--- src/rtl/core/tccs_pkg.sv ---
// shared types and constants for the text console cursor and scroll engine
// no dependencies; used by the interfaces and every module of the block
`timescale 1ns / 1ps

package tccs_pkg;

  localparam int CMD_W  = 2;
  localparam int CHAR_W = 8;
  localparam int ATTR_W = 8;
  localparam int IDX_W  = 11;
  localparam int COL_W  = 7;
  localparam int ROW_W  = 5;
  localparam int CELL_W = 16;

  localparam logic [CMD_W-1:0] CMD_PUT   = 2'd0;
  localparam logic [CMD_W-1:0] CMD_CLEAR = 2'd1;
  localparam logic [CMD_W-1:0] CMD_READ  = 2'd2;

  localparam logic [CHAR_W-1:0] CH_BS       = 8'h08;
  localparam logic [CHAR_W-1:0] CH_TAB      = 8'h09;
  localparam logic [CHAR_W-1:0] CH_CR       = 8'h0D;
  localparam logic [CHAR_W-1:0] CH_LF       = 8'h0A;
  localparam logic [CHAR_W-1:0] CH_PRINT_LO = 8'h20;
  localparam logic [CHAR_W-1:0] CH_PRINT_HI = 8'h7F;

  localparam int TAB_STEP = 8;

  localparam logic [CELL_W-1:0] BLANK_RESET = 16'h0F20;

  localparam int Q_DEPTH = 4;
  localparam int Q_AW    = $clog2(Q_DEPTH);

  typedef enum logic [2:0] {
    K_NOP,
    K_BS,
    K_TAB,
    K_CR,
    K_LF,
    K_PRINT,
    K_CLEAR,
    K_READ
  } kind_t;

  typedef struct packed {
    kind_t              kind;
    logic [CELL_W-1:0]  cell_data;
    logic [IDX_W-1:0]   read_index;
  } qent_t;

  typedef struct packed {
    logic  push;
    qent_t ent;
  } q_wr_t;

  typedef struct packed {
    logic  valid;
    qent_t ent;
  } q_rd_t;

  typedef struct packed {
    logic [IDX_W-1:0]  cursor_position;
    logic [COL_W-1:0]  cursor_col;
    logic [ROW_W-1:0]  cursor_row;
    logic              scrolled;
    logic              cell_written;
    logic [IDX_W-1:0]  cell_index;
    logic [CELL_W-1:0] cell_value;
  } res_t;

endpackage

--- src/rtl/core/tccs_cmd_if.sv ---
// command channel: valid/ready handshake with the request fields
// depends on tccs_pkg
`timescale 1ns / 1ps

interface tccs_cmd_if;
  import tccs_pkg::*;

  logic              valid;
  logic              ready;
  logic [CMD_W-1:0]  command;
  logic [CHAR_W-1:0] char_code;
  logic [ATTR_W-1:0] attribute;
  logic [IDX_W-1:0]  read_index;

  modport source (output valid, command, char_code, attribute, read_index, input ready);
  modport sink (input valid, command, char_code, attribute, read_index, output ready);
endinterface

--- src/rtl/core/tccs_front.sv ---
// front end: takes requests, decodes command and character class, pushes to queue
// depends on tccs_pkg and tccs_cmd_if
`timescale 1ns / 1ps

module tccs_front (
  tccs_cmd_if.sink      in_ch,
  input  logic          q_full,
  input  logic          init_busy,
  output tccs_pkg::q_wr_t q_wr
);
  import tccs_pkg::*;

  kind_t kind;

  assign in_ch.ready = !q_full && !init_busy;

  always_comb begin
    kind = K_NOP;
    unique case (in_ch.command)
      CMD_PUT: begin
        priority if (in_ch.char_code == CH_BS) kind = K_BS;
        else if (in_ch.char_code == CH_TAB) kind = K_TAB;
        else if (in_ch.char_code == CH_CR) kind = K_CR;
        else if (in_ch.char_code == CH_LF) kind = K_LF;
        else if (in_ch.char_code >= CH_PRINT_LO && in_ch.char_code <= CH_PRINT_HI)
          kind = K_PRINT;
        else kind = K_NOP;
      end
      CMD_CLEAR: kind = K_CLEAR;
      CMD_READ:  kind = K_READ;
      default:   kind = K_NOP;
    endcase
  end

  assign q_wr.push           = in_ch.valid && in_ch.ready;
  assign q_wr.ent.kind       = kind;
  assign q_wr.ent.cell_data  = {in_ch.attribute, in_ch.char_code};
  assign q_wr.ent.read_index = in_ch.read_index;

endmodule

--- src/flat_wrapper.sv ---
// flat-port wrapper written by rule: the top's interface ports become plain ports
module tccs_front_flat import tccs_pkg::*;
  (q_full, init_busy, q_wr, in_ch_valid, in_ch_command, in_ch_char_code, in_ch_attribute, in_ch_read_index, in_ch_ready);
  tccs_cmd_if in_ch_i ();
  input  logic q_full;
  input  logic init_busy;
  output tccs_pkg::q_wr_t q_wr;
  input wire logic [$bits(in_ch_i.valid)-1:0] in_ch_valid;
  input wire logic [$bits(in_ch_i.command)-1:0] in_ch_command;
  input wire logic [$bits(in_ch_i.char_code)-1:0] in_ch_char_code;
  input wire logic [$bits(in_ch_i.attribute)-1:0] in_ch_attribute;
  input wire logic [$bits(in_ch_i.read_index)-1:0] in_ch_read_index;
  output wire logic [$bits(in_ch_i.ready)-1:0] in_ch_ready;
  assign in_ch_i.valid = in_ch_valid;
  assign in_ch_i.command = in_ch_command;
  assign in_ch_i.char_code = in_ch_char_code;
  assign in_ch_i.attribute = in_ch_attribute;
  assign in_ch_i.read_index = in_ch_read_index;
  assign in_ch_ready = in_ch_i.ready;
  tccs_front u_core (.in_ch(in_ch_i), .q_full(q_full), .init_busy(init_busy), .q_wr(q_wr));
endmodule
--- config.mk ---
export PLATFORM = sky130hd
export DESIGN_NAME = tccs_front_flat
export DESIGN_NICKNAME = d
export VERILOG_FILES = /design/src/rtl/core/tccs_pkg.sv /design/src/rtl/core/tccs_cmd_if.sv /design/src/rtl/core/tccs_front.sv /design/src/flat_wrapper.sv
export SDC_FILE = /design/constraint.sdc
export NUM_CORES = 1
export LEC_CHECK = 0
export ABC_AREA = 0
export CORE_AREA = 3 3 40 42
export DETAILED_ROUTE_END_ITERATION = 16
export DIE_AREA = 0 0 43 45
export DONT_BUFFER_PORTS = 1
export GPL_ROUTABILITY_DRIVEN = 0
export PLACE_DENSITY = 0.49
export SYNTH_ARGS = -nofsm -noshare
export SYNTH_HDL_FRONTEND = slang
export SYNTH_SLANG_ARGS = --single-unit
--- constraint.sdc ---
create_clock -name vclk -period 0.8
set_clock_uncertainty 0.1 [all_clocks]
set_input_delay 0.04 -clock vclk [all_inputs]
set_output_delay 0.04 -clock vclk [all_outputs]
set_load 0.05 [all_outputs]
==> metrics.cfg, run 1 <==
[run_status]
status=finished, violations left
violations=negative hold slack, negative setup slack

[critical_path]
path_class=input pin to output pin
critPathRequiredTime_ps=660
worstPathArrival_ps=800
worstPathMaxFanout=4
startpoint=in_ch_char_code[6]
cp-end-kind=output pin
start_kind=input pin

[logic_synthesis]
yosys_warnings=0
synthesis.nets=83
ys_types=17
synth.cell_area_um2=349
yosysTopAreaCell=buf_4
yosysSeqAreaShare_pct=0
yosys-top-cells-area=buf_4 58%, ha_1 7.2%, nor2_1 5.4%, nor4b_2 4.3%, o21ba_1 2.9%
synth_top_area_share_pct=58.1
avgSynthCellArea_um2=7.12
netlist_instances=49

[power]
power.leakage_uw=0.000116
power_density_mw_per_mm2=755
vdd_ir_drop_max_mv=0.297

[cells_and_area]
nFlopsAndLatches=0
utilization_pct=29.0
drive_above_1_share_pct=80.8
stdcell_count=41
clock_buffers=0
multiInputGateArea_um2=259
nets=62
final_cell_mix=3 x buf_12, 2 x nor2_1, 2 x nor2_4
diodes=0
ff_latch_area_um2=0
area_growth_pct=6.81
fillers=133
final_common_cell=buf_12

[detailed_routing]
post_drt_wl_per_cell_um=16.8
ant_nets=0
drt_pass1_iterations=1
avgViaCountPerCell=5.15
drt_iter0_drc=0
wl_um=690
route.vias.total=211
drc=0

[timing]
worst_hold_slack_ps=-20.0
fin_crit_sh_pct=117
fmax_ghz=1.07
slew_headroom_pct=81.1
setup-violations-final=3
layout_setup_ws_ps=-138
worstMarginPinSlew_ps=284
timing.final.hold_violations=27
finalMaxSlewViolations=0
fin_crit_ps=938
rsz0062_at_grt=true

[flow_run]
maxCapViolCount=0

[worst_hold_path]
holdCritStartpoint=in_ch_attribute[1]
hp-class=input pin to output pin

[global_route]
grt_usage_pct=8.14
antenna_found_initial=0
grt_pass1_wl_mm=1.24
first_global_vias=257
grt_start_max_net_pins=6
gr-total-overflow=0

[floorplanning]
start_util_pct=27.2
core_area_mm2=0.00128
ios=64
die_area_mm2=0.00194
std_cell_rows=13
die_x_um=43
die-height_um=45

[cts]
post-cts-setup-buffers=0

[place]
dp.cells=41
dpl.hpwl_um=493
numPortBuffers=0

final timing paths:
path / cells past startpoint / end / slack, ps
max: 4 / q_wr[29] / -140
min: 0 / q_wr[20] / -20
per-stage QoR:
stage	worst slack [ps]	hold slack (ps)	TNS [ps]	total power, µW	cell area [µm²]
after floorplan	-193	35.4	-456	530	430
after global placement	-181	-19.7	-506	248	314
after detailed placement	-190	-19.7	-514	248	314
after CTS	-169	-19.7	-445	271	349
after global routing	-171	-19.9	-506	296	373
final	-138	-20.0	-382	281	373
logic make-up after synthesis:
group                      after synthesis  synth area share [%]
buffers and inverters                   29                  60.2
adders and majority gates                2                  7.17
and+or+nand+nor                         12                  19.7
AOI/OAI and AO/OA                        6                  12.9
Yosys cell counts, drive strengths merged:
cell,instances
o21ai,1
nor2b,1
a21oi,1
and2,1
buf,27
nor4,1
a22oi,1
o21ba,1
nor3b,1
a311oi,1
nand2,1
inv,2
ha,2
nor2,5
a41oi,1
nor3,1
nor4b,1
per-layer routing:
metal  wire, µm  global-route usage [%]  vias up
met1        198                    7.42       97
met3        139                    6.37        6
met5          0                       0        -
li1           -                       -       93
met2        335                    14.1       15
met4         16                    2.41        0
worst max-delay path, cell delays in order:
cell and delay (ps):
o21ba_4 220, a311oi_4 320, nor3_4 70, buf_12 150
where the power goes:
group	switching [µW]	leakage (µW)	internal, µW
clock network	0	0	0
registers	0	0	0
logic	143	0.000116	138
total	143	0.000116	138
final cells by class:
cell class                 instances  area share, %
multi-input combinational         20           69.5
timing repair buffer               4           18.1
inverter                           2           7.38
tap                               15           5.03
what timing repair did:
item,in CTS,in global routing
pin swaps,3,4
setup endpoints to repair,3,3
resized for setup,5,6
endpoints found under the hold margin,27,27
Power figures use the tool's default switching activity.
==> run 2, diff against run 1 <==
--- a/config.mk
+++ b/config.mk
@@ -6,12 +6,15 @@
 export NUM_CORES = 1
 export LEC_CHECK = 0
 export ABC_AREA = 0
+export CELL_PAD_IN_SITES_DETAIL_PLACEMENT = 1
+export CELL_PAD_IN_SITES_GLOBAL_PLACEMENT = 1
 export CORE_AREA = 3 3 40 42
 export DETAILED_ROUTE_END_ITERATION = 16
 export DIE_AREA = 0 0 43 45
 export DONT_BUFFER_PORTS = 1
 export GPL_ROUTABILITY_DRIVEN = 0
-export PLACE_DENSITY = 0.49
+export PLACE_DENSITY = 0.71
+export SLEW_MARGIN = 20
 export SYNTH_ARGS = -nofsm -noshare
 export SYNTH_HDL_FRONTEND = slang
 export SYNTH_SLANG_ARGS = --single-unit
==> metrics.cfg, run 2 (synthesis gave the netlist of run 1 again) <==
[floorplanning]
die_area_mm2=0.00194  ; unchanged
ios=64  ; unchanged
core_area_mm2=0.00128  ; unchanged
die_x_um=43  ; unchanged
die-height_um=45  ; unchanged
std_cell_rows=13  ; unchanged
start_util_pct=27.2  ; unchanged

[cells_and_area]
drive_above_1_share_pct=77.8  ; was 80.8%
nFlopsAndLatches=0  ; unchanged
utilization_pct=28.3  ; was 29.0%
nets=63  ; was 62
area_growth_pct=4.30  ; was 6.81%
ff_latch_area_um2=0  ; unchanged
clock_buffers=0  ; unchanged
final_common_cell=buf_12  ; unchanged
final_area_um2=364  ; was 373 µm²
final_cell_mix=3 x buf_12, 2 x nor2_1, 2 x nor2_4, 2 x buf_4  ; was 3 x buf_12, 2 x nor2_1, 2 x nor2_4
diodes=0  ; unchanged

[detailed_routing]
drt_pass1_iterations=1  ; unchanged
avgViaCountPerCell=5.26  ; was 5.15
drc=0  ; unchanged
ant_nets=0  ; unchanged
post_drt_wl_per_cell_um=17.0  ; was 16.8 µm
route.vias.total=221  ; was 211
drt_iter0_drc=0  ; unchanged
wl_um=713  ; was 690 µm

[timing]
worstMarginPinSlew_ps=257  ; was 284 ps
worst_hold_slack_ps=-20.0  ; unchanged
timing.final.hold_violations=27  ; unchanged
fin_crit_sh_pct=117  ; about the same
rsz0062_at_grt=true  ; unchanged
layout_setup_ws_ps=-134  ; was -138 ps
fin_crit_ps=934  ; was 938 ps
fmax_ghz=1.07  ; about the same
finalMaxSlewViolations=0  ; unchanged
setup-violations-final=3  ; unchanged
slew_headroom_pct=82.9  ; was 81.1%

[critical_path]
cp-end-kind=output pin  ; unchanged
crit_chain=nor4b_4, a41oi_2, nor2_4, buf_12  ; was o21ba_4, a311oi_4, nor3_4, buf_12
worstPathMaxFanout=4  ; unchanged
worstPathArrival_ps=790  ; was 800 ps
cpPeakStageDelay_ps=300  ; was 320 ps
critPathRequiredTime_ps=660  ; about the same
startpoint=in_ch_char_code[7]  ; was in_ch_char_code[6]
slowest_stage=nor4b_4  ; was a311oi_4
path_class=input pin to output pin  ; unchanged
start_kind=input pin  ; unchanged

[flow_run]
maxCapViolCount=0  ; unchanged

[run_status]
violations=negative hold slack, negative setup slack  ; unchanged
status=finished, violations left  ; unchanged

[worst_hold_path]
hp-class=input pin to output pin  ; unchanged
holdCritStartpoint=in_ch_read_index[1]  ; was in_ch_attribute[1]

[power]
swShare_pct=50.8  ; was 50.9%
p_int_uw=136  ; was 138 µW
power.leakage_uw=0.000116  ; about the same
power_frac_seq_pct=0  ; about the same
switching_power_uw=141  ; was 143 µW
power_frac_comb_pct=100.0  ; about the same
vdd_ir_drop_max_mv=0.150  ; was 0.297 mV
clkPwrFrac_pct=0  ; about the same
power_density_mw_per_mm2=760  ; was 755 mW/mm²

[global_route]
grt_start_max_net_pins=6  ; unchanged
first_global_vias=242  ; was 257
gr-total-overflow=0  ; unchanged
antenna_found_initial=0  ; unchanged
grt_usage_pct=7.97  ; was 8.14%
grt_pass1_wl_mm=1.27  ; was 1.24 mm

[cts]
post-cts-setup-buffers=0  ; unchanged

[place]
place_area_um2=322  ; was 314 µm²
dpl.hpwl_um=627  ; was 493 µm
numPortBuffers=0  ; unchanged

## run 2: critical path, delay by kind of cell
family                 cells  cell delay [ps]
and+or+nand+nor            2              430
AOI/OAI and AO/OA          1              180
buffers and inverters      1              140
## run 2: layout make-up
type | count | area, µm²
fill | 146 | 921
inverter | 2 | 25.0
multi-input combinational | 20 | 245
tap | 15 | 18.8
timing repair buffer | 5 | 75.1
## run 2: timing repair
| item | in CTS | in global routing |
|---|---|---|
| endpoints found under the setup margin | 3 | 3 |
| hold endpoints to repair | 27 | 27 |
| pin swaps | 6 | 3 |
| resized for setup | 5 | 3 |
## run 2: metrics by stage
stage          worst slack (ps)  instances  setup TNS, ps  total power (µW)
2_1_floorplan              -193         49           -456               530
3_3_place_gp               -231         42           -542               250
3_5_place_dp               -210         42           -548               252
4_1_cts                    -155         42           -399               274
5_1_grt                    -195         42           -504               294
6_report                   -134         42           -376               277
## run 2: worst paths after layout
kind	cells after the start	endpoint	slack (ps)
worst max-delay path	4	q_wr[28]	-130
worst min-delay path	0	q_wr[1]	-20
## run 2: routing by layer
metal	part of all wire [%]	wire length, µm	track usage (%)
met2	53	377	14.7
met5	0	0	0
met4	0	0	0
met3	25	176	5.58
met1	22	160	7.89
## run 2: power groups by stage
stage / logic [µW] / clock network, µW / registers, µW
5_1_grt: 294 / 0 / 0
4_1_cts: 274 / 0 / 0
2_1_floorplan: 530 / 0 / 0
6_report: 277 / 0 / 0
3_3_place_gp: 250 / 0 / 0
3_5_place_dp: 252 / 0 / 0
