**config.mk**
```make
export PLATFORM = sky130hd
export DESIGN_NAME = tccs_queue
export DESIGN_NICKNAME = d
export VERILOG_FILES = /design/src/rtl/core/tccs_pkg.sv /design/src/rtl/core/tccs_queue.sv
export SDC_FILE = /design/constraint.sdc
export NUM_CORES = 1
export LEC_CHECK = 0
export BUFFER_PORTS_ARGS = -buffer_cell sky130_fd_sc_hd__buf_4
export CAP_MARGIN = 30
export CORE_MARGIN = 2
export CORE_UTILIZATION = 61
export DETAILED_ROUTE_END_ITERATION = 12
export PLACE_DENSITY = 0.91
export SETUP_SLACK_MARGIN = 0.5
export SLEW_MARGIN = 5
export SYNTH_ARGS = -nofsm -noshare
export SYNTH_HDL_FRONTEND = slang
export SYNTH_SLANG_ARGS = --single-unit
```
**constraint.sdc**
```tcl
create_clock -name clk -period 6.2 [get_ports clk]
set_clock_uncertainty 0.05 [all_clocks]
set_input_delay 0.62 -clock clk [delete_from_list [all_inputs] [get_ports clk]]
set_output_delay 0.62 -clock clk [all_outputs]
set_load 0.005 [all_outputs]
```
**src/rtl/core/tccs_pkg.sv**
```systemverilog
// shared types and constants for the text console cursor and scroll engine
// no dependencies; used by the interfaces and every module of the block
`timescale 1ns / 1ps

package tccs_pkg;

  localparam int CMD_W  = 2;
  localparam int CHAR_W = 8;
  localparam int ATTR_W = 8;
  localparam int IDX_W  = 11;
  localparam int COL_W  = 7;
  localparam int ROW_W  = 5;
  localparam int CELL_W = 16;

  localparam logic [CMD_W-1:0] CMD_PUT   = 2'd0;
  localparam logic [CMD_W-1:0] CMD_CLEAR = 2'd1;
  localparam logic [CMD_W-1:0] CMD_READ  = 2'd2;

  localparam logic [CHAR_W-1:0] CH_BS       = 8'h08;
  localparam logic [CHAR_W-1:0] CH_TAB      = 8'h09;
  localparam logic [CHAR_W-1:0] CH_CR       = 8'h0D;
  localparam logic [CHAR_W-1:0] CH_LF       = 8'h0A;
  localparam logic [CHAR_W-1:0] CH_PRINT_LO = 8'h20;
  localparam logic [CHAR_W-1:0] CH_PRINT_HI = 8'h7F;

  localparam int TAB_STEP = 8;

  localparam logic [CELL_W-1:0] BLANK_RESET = 16'h0F20;

  localparam int Q_DEPTH = 4;
  localparam int Q_AW    = $clog2(Q_DEPTH);

  typedef enum logic [2:0] {
    K_NOP,
    K_BS,
    K_TAB,
    K_CR,
    K_LF,
    K_PRINT,
    K_CLEAR,
    K_READ
  } kind_t;

  typedef struct packed {
    kind_t              kind;
    logic [CELL_W-1:0]  cell_data;
    logic [IDX_W-1:0]   read_index;
  } qent_t;

  typedef struct packed {
    logic  push;
    qent_t ent;
  } q_wr_t;

  typedef struct packed {
    logic  valid;
    qent_t ent;
  } q_rd_t;

  typedef struct packed {
    logic [IDX_W-1:0]  cursor_position;
    logic [COL_W-1:0]  cursor_col;
    logic [ROW_W-1:0]  cursor_row;
    logic              scrolled;
    logic              cell_written;
    logic [IDX_W-1:0]  cell_index;
    logic [CELL_W-1:0] cell_value;
  } res_t;

endpackage

```
**src/rtl/core/tccs_queue.sv**
```systemverilog
// short fifo of decoded requests between front end and back end
// depends on tccs_pkg
`timescale 1ns / 1ps

module tccs_queue (
  input  logic            clk,
  input  logic            rst_n,
  input  tccs_pkg::q_wr_t q_wr,
  output logic            q_full,
  output tccs_pkg::q_rd_t q_rd,
  input  logic            q_pop
);
  import tccs_pkg::*;

  qent_t            ent_r [Q_DEPTH];
  logic [Q_AW-1:0]  wr_ptr_r;
  logic [Q_AW-1:0]  rd_ptr_r;
  logic [Q_AW:0]    cnt_r;
  logic             do_push;
  logic             do_pop;

  assign q_full   = cnt_r == (Q_AW+1)'(Q_DEPTH);
  assign q_rd.valid = cnt_r != '0;
  assign q_rd.ent   = ent_r[rd_ptr_r];
  assign do_push  = q_wr.push && !q_full;
  assign do_pop   = q_pop && q_rd.valid;

  always_ff @(posedge clk) begin
    if (do_push) begin
      ent_r[wr_ptr_r] <= q_wr.ent;
    end
  end

  always_ff @(posedge clk) begin
    if (!rst_n) begin
      wr_ptr_r <= '0;
      rd_ptr_r <= '0;
      cnt_r    <= '0;
    end else begin
      if (do_push) wr_ptr_r <= wr_ptr_r + 1'b1;
      if (do_pop) rd_ptr_r <= rd_ptr_r + 1'b1;
      unique case ({do_push, do_pop})
        2'b10:   cnt_r <= cnt_r + 1'b1;
        2'b01:   cnt_r <= cnt_r - 1'b1;
        default: cnt_r <= cnt_r;
      endcase
    end
  end

`ifndef NO_ASSERTIONS
  a_no_push_full: assert property (@(posedge clk) disable iff (!rst_n)
    q_wr.push |-> !q_full)
    else $error("request pushed into full queue");
  a_cnt_bound: assert property (@(posedge clk) disable iff (!rst_n)
    cnt_r <= (Q_AW+1)'(Q_DEPTH))
    else $error("queue count out of range");
`endif

endmodule

```
==> flow_summary_export.csv, run 1 <==
group,metric,value,unit
sta,setup_viol,0,
setup_path,crit_end,"q_rd[16]",
floorplan,die_y,93.1,um
place,gp_congestion,0.675,
sta,relSlewSlack,44.8,%
sta,setup_tns,0,ns
clocking,ctsHoldBuffers,0,
routing,drc,0,
setup_path,crit_path_start_kind,"flip-flop",
global_route,grt_pass1_vias,2482,
cells_and_area,final_common_cell,"edfxtp_1",
setup_path,criticalPathCategory,"flip-flop to output port",
cells_and_area,drive_gt1_share,45.8,%
setup_path,rrSetupSlack,3.87,ns
routing,num_vias,2403,
synthesis,synth-edff-count,120,
global_route,grt_max_degree,31,
routing,wl_per_cell,25.6,um
flow_run,maxCapViolCount,0,
routing,first_pass_iters,4,
sta,fin_crit_sh,45.9,%
setup_path,setup.worst_path.end_class,"output port",
cells_and_area,num-fill-cells,365,
sta,worst_slew_pin_slew,0.827,ns
pwr,p_leak,2.08,nW
sta,period_needed,2.85,ns
cells_and_area,synthToLayoutAreaGrowth,24.9,%
synthesis,synth_area,4840,um^2
synthesis,synth.avg_cell_area,23.3,um^2
global_route,track_usage,26.2,%
clocking,cts.sink_count,129,
floorplan,start_util,63.0,%
synthesis,yosysUniqueCellTypes,23,
floorplan,die_w,93.1,um
sta,max_freq,351,MHz
global_route,antenna_found_initial,1,
global_route,grt_pass1_wl,15.3,mm
worst_hold_path,holdCritPathClass,"input port to flip-flop",
pwr,p_per_area,449,nW/um^2
floorplan,pin_count,66,
routing,vias_per_cell,5.98,
pwr,ir_drop,293,uV
clocking,clkLatencyLatePin,0.50,ns
sta,rsz0062_at_grt,"no",
routing,postRouteAntennaNets,0,
clocking,cts_setup_buffers,0,
synthesis,synth_seq_cells,129,
place,hpwl,5.25,mm
routing,drt_iter0_markers,231,
floorplan,core_area,7690,um^2
run_status,status,"finished, final reports clean",
synthesis,synth-warning-count,0,
synthesis,synthFlopType,"edfxtp_1",
clocking,cts_tree,"yes",
global_route,gr-total-overflow,0,
sta,slew_viol_final,0,
worst_hold_path,min_path_cells,1,
setup_path,worst-path-max-fanout,18,
setup_path,timing.rr.end,"cnt_r[2]",
cells_and_area,fin_nets,326,
cells_and_area,final_util,78.6,%
setup_path,rr_startpoint,"cnt_r[2]",
clocking,numCtsBuffers,17,
synthesis,ys_top_cells_by_area,"edfxtp_1, mux4_2, dfxtp_1",
synthesis,synth_area_leader_cell,"edfxtp_1",
cells_and_area,final_cell_mix,"edfxtp_1, buf_4, mux4_2",
synthesis,async_flop_share,0,%
synthesis,syn_nets,248,
synthesis,synthCells,208,
clocking,cts-root-buf,"clkbuf_8",
setup_path,arrival,2.18,ns
synthesis,synth_top_area_share,74.5,%
clocking,clkTransAtPathRegs,0.06,ns
setup_path,reg2reg_depth,9,
floorplan,dieArea,8660,um^2
place,portBuffers,65,
clocking,h-tree-depth,4,
sta,hold_violations,0,
setup_path,cp_data_required_time,5.53,ns
routing,wirelength,10.3,mm
clocking,cts_resized,0,
clocking,cts.path.max_buffers,2,
floorplan,num_rows,32,
synthesis,seq_area_frac_synth,78.2,%
==> cell usage after synthesis, types with 2 or more instances <==
library cell,n
edfxtp_1,120
mux4_2,30
dfxtp_1,9
inv_1,6
ha_1,5
nand2_1,5
and2_2,4
buf_6,4
and2_1,3
buf_2,3
nor2b_1,3
xnor2_1,3
mux2i_1,2
o21ai_0,2
==> per-layer routing <==
metal	vias to the layer above	part of all wire [%]	GRT usage, %
met1	1230	38	35.3
met2	152	52	41.1
met3	8	9.3	8.62
li1	1013	-	-
met5	-	0	0
met4	0	1.2	8.95
==> per-stage QoR <==
stage | worst slack (ns) | hold slack [ns] | total power, W | instances | instance area [um^2]
floorplan | 4.01 | 0.418 | 0.00144 | 208 | 4840
global placement | 3.63 | 0.432 | 0.00164 | 368 | 5400
detailed placement | 3.80 | 0.455 | 0.00168 | 369 | 5420
CTS | 3.29 | 0.244 | 0.00274 | 401 | 6040
global route | 3.22 | 0.238 | 0.00281 | 401 | 6040
finish | 3.35 | 0.269 | 0.00272 | 402 | 6040
==> critical path, cell delays in order (launching register included) <==
cell and delay, ns:
dfxtp_2 0.65, buf_12 0.26, mux4_2 0.58, buf_4 0.17
==> final cells by class <==
type	count	area, um^2	share of cell area [%]
diodes	1	2.50	0.0414
clock buffers	17	414	6.85
clock inverters	15	206	3.42
inverters	6	22.5	0.373
multi-input cells	65	970	16.0
flip-flops and latches	129	3780	62.6
well taps	102	128	2.11
repair buffers	67	515	8.53
==> worst min-delay path by stage <==
stage	slack, ns	start	to
2_1_floorplan	0.42	wr_ptr_r[1]	wr_ptr_r[1]
3_3_place_gp	0.43	wr_ptr_r[1]	wr_ptr_r[1]
3_5_place_dp	0.45	wr_ptr_r[1]	wr_ptr_r[1]
4_1_cts	0.24	q_wr[26]	ent_r[0][26]
5_1_grt	0.24	q_wr[26]	ent_r[0][26]
6_report	0.27	q_wr[26]	ent_r[0][26]
==> registers in the layout (all words and copies together), names as in the netlist, named ones only <==
name and count:
cnt_r 3, ent_r 120, rd_ptr_r 2, wr_ptr_r 2
==> cells by family after synthesis <==
| family | after synthesis | synth area share, % |
|---|---|---|
| and+or+nand+nor | 18 | 2.33 |
| buffers and inverters | 14 | 1.78 |
| DFF | 129 | 78.2 |
| xor gates and xnor gates | 4 | 0.724 |
| AOI/OAI and AO/OA | 5 | 0.905 |
| adders and majority gates | 6 | 1.71 |
| muxes | 32 | 14.4 |
==> report_power, final <==
group	switching, W	internal (W)	total [W]
combinational	0.000236	0.000320	0.000556
sequential	0.0000708	0.00106	0.00113
clock	0.000376	0.000658	0.00103
total	0.000683	0.00203	0.00272
No activity file was read; power rests on OpenSTA's default activity.
==> run 2: changes to the inputs <==
- CORE_UTILIZATION: 61 -> 56
- PLACE_DENSITY: 0.91 -> 0.85
- clock period: 6.2 -> 2.8 ns (I/O delays scaled with it)
==> flow_summary_export.csv, run 2 (synthesized netlist as in run 1, its figures left out) <==
group,metric,value,unit
run_status,status,"finished, final reports clean",
setup_path,rrSetupSlack,0.63,ns
cells_and_area,top_regs,"ent_r (120), cnt_r (3)",
setup_path,timing.rr.end,"cnt_r[2]",
clocking,cts_tree,"yes",
cells_and_area,largest_register_ffs,120,
worst_hold_path,worstHoldStart,"q_wr[30]",
floorplan,die_w,97.0,um
cells_and_area,fin_nets,365,
clocking,numCtsBuffers,17,
global_route,antenna_found_initial,0,
global_route,grt_use_met1,26.5,%
clocking,cts.path.max_buffers,2,
floorplan,start_util,58.3,%
global_route,gr-total-overflow,0,
place,portBuffers,65,
setup_path,critical_path.cell_chain,"nor3b_4, nor2b_4, inv_1, ha_1, inv_1, fa_1, xor2_1, or3_1, a21boi_0",
global_route,use_met2,34.0,%
cells_and_area,final_common_cell,"edfxtp_1",
sta,setup_viol,0,
place,gp_congestion,0.728,
floorplan,core_area,8300,um^2
setup_path,crit_path_start_kind,"flip-flop",
worst_hold_path,holdCritPathClass,"input port to flip-flop",
floorplan,num_rows,33,
setup_path,criticalPathCategory,"flip-flop to flip-flop",
clocking,clkTransAtPathRegs,0.06,ns
setup_path,rr_startpoint,"cnt_r[1]",
setup_path,crit_top_cell,"inv_1",
worst_hold_path,min_path_cells,3,
sta,period_needed,2.17,ns
sta,max_freq,461,MHz
sta,setup_slack,0.631,ns
cells_and_area,drive_gt1_share,44.1,%
floorplan,dieArea,9400,um^2
cells_and_area,seqCellArea,3790,um^2
global_route,grt_busiest_layer,"met2",
pwr,p_comb_share,21.9,%
cells_and_area,diodes,0,
sta,setup_tns,0,ns
clocking,h-tree-depth,4,
pwr,ir_drop,542,uV
flow_run,maxCapViolCount,0,
global_route,grt_max_degree,31,
sta,slew_viol_final,0,
setup_path,setup.worst_path.end_class,"flip-flop",
pwr,p_leak,2.25,nW
sta,relSlewSlack,63.2,%
pwr,power.total,0.00595,W
pwr,swShare,24.7,%
routing,drt_iter0_markers,206,
setup_path,worst-path-max-fanout,7,
pwr,seq_power_share,41.3,%
routing,first_pass_iters,4,
cells_and_area,num-fill-cells,409,
sta,hold_violations,0,
routing,postRouteAntennaNets,0,
floorplan,pin_count,66,
sta,rsz0062_at_grt,"no",
routing,wl_per_cell,20.7,um
place,hpwl,5.03,mm
sta,fin_crit_sh,77.5,%
pwr,clock_power_share,36.8,%
cells_and_area,final_cell_mix,"edfxtp_1, buf_4, dlygate4sd3_1",
sta,worst_slew_pin_slew,0.553,ns
cells_and_area,synthToLayoutAreaGrowth,32.5,%
cells_and_area,top_register,"ent_r",
routing,num_vias,2427,
clocking,cts.sink_count,129,
pwr,p_per_area,928,nW/um^2
clocking,clkLatencyLatePin,0.52,ns
pwr,p_int,0.00448,W
setup_path,cp_data_required_time,3.19,ns
setup_path,critPathMaxStageDelay,0.38,ns
pwr,power.switching,0.00147,W
cells_and_area,multiInputGateArea,983,um^2
routing,vias_per_cell,5.48,
floorplan,die_y,97.0,um
routing,wirelength,9.18,mm
setup_path,reg2reg_depth,9,
setup_path,slowest_stage,"dfxtp_1",
worst_hold_path,holdPathEnd,"wr_ptr_r[1]",
routing,drc,0,
global_route,grt_util_met3,7.37,%
clocking,cts-root-buf,"clkbuf_8",
global_route,grt_pass1_wl,14.4,mm
global_route,track_usage,21.1,%
place,place_ws,0.572,ns
global_route,grt_pass1_vias,2637,
setup_path,arrival,2.56,ns
[run 2: changes by cell type in the layout (fill, tap and decap cells not counted), sizes merged]
cell,previous run,this run
buf,67,75
bufinv,4,3
clkinv,3,5
clkinvlp,4,3
diode,1,0
dlygate4sd3,0,31
[run 2: worst max path at each step]
stage	from	endpoint	slack, ns	depth (start not counted)
5_1_grt	cnt_r[1]	cnt_r[2]	0.51	9
6_report	cnt_r[1]	cnt_r[2]	0.63	9
3_5_place_dp	cnt_r[2]	cnt_r[2]	0.57	9
3_3_place_gp	cnt_r[2]	cnt_r[2]	0.71	9
4_1_cts	cnt_r[2]	cnt_r[2]	0.54	9
2_1_floorplan	cnt_r[2]	cnt_r[2]	0.69	10
[run 2: final cells by class]
class,instances,share of cell area [%]
inverters,6,0.351
well taps,105,2.05
repair buffers,106,13.8
multi-input cells,65,15.3
flip-flops and latches,129,59.1
clock inverters,15,2.85
clock buffers,17,6.46
[run 2: per-layer routing]
layer | part of all wire, % | vias up
li1 | - | 1086
met1 | 40 | 1236
met2 | 53 | 91
met3 | 5.1 | 14
met4 | 1.4 | 0
met5 | 0 | -
[run 2: through the flow]
stage / utilization, % / cell area, um^2 / hold WS [ns] / cells
after detailed placement: 65.8 / 5460 / 0.434 / 377
after CTS: 77.0 / 6390 / 0.157 / 442
final: 77.3 / 6410 / 0.134 / 443
after global placement: 65.8 / 5460 / 0.431 / 377
after floorplan: - / 4840 / 0.329 / 208
after global routing: 77.3 / 6410 / 0.128 / 443
[run 2: critical path: cells and delay by family, from the launching register on]
family | cells | cell delay [ns]
fa+ha+maj | 2 | 0.55
simple gates | 3 | 0.67
compound gates | 1 | 0.16
flops | 1 | 0.38
buf+inv | 2 | 0.13
xor+xnor | 1 | 0.17
[run 2: timing repair]
action / 4_1_cts / 5_1_grt
buffers inserted: 2 / 1
pin swaps: 0 / 1
setup endpoints to repair: 25 / 26
hold endpoints to repair: 121 / 0
gates resized for setup: 2 / 5
hold buffers: 31 / 0
cloned: 0 / 0
[run 2: power by group through the flow]
stage	clock, W	sequential (W)	combinational [W]
3_5_place_dp	0	0.00253	0.00120
3_3_place_gp	0	0.00251	0.00117
2_1_floorplan	0	0.00243	0.000756
5_1_grt	0.00231	0.00248	0.00140
6_report	0.00219	0.00246	0.00130
4_1_cts	0.00222	0.00245	0.00131
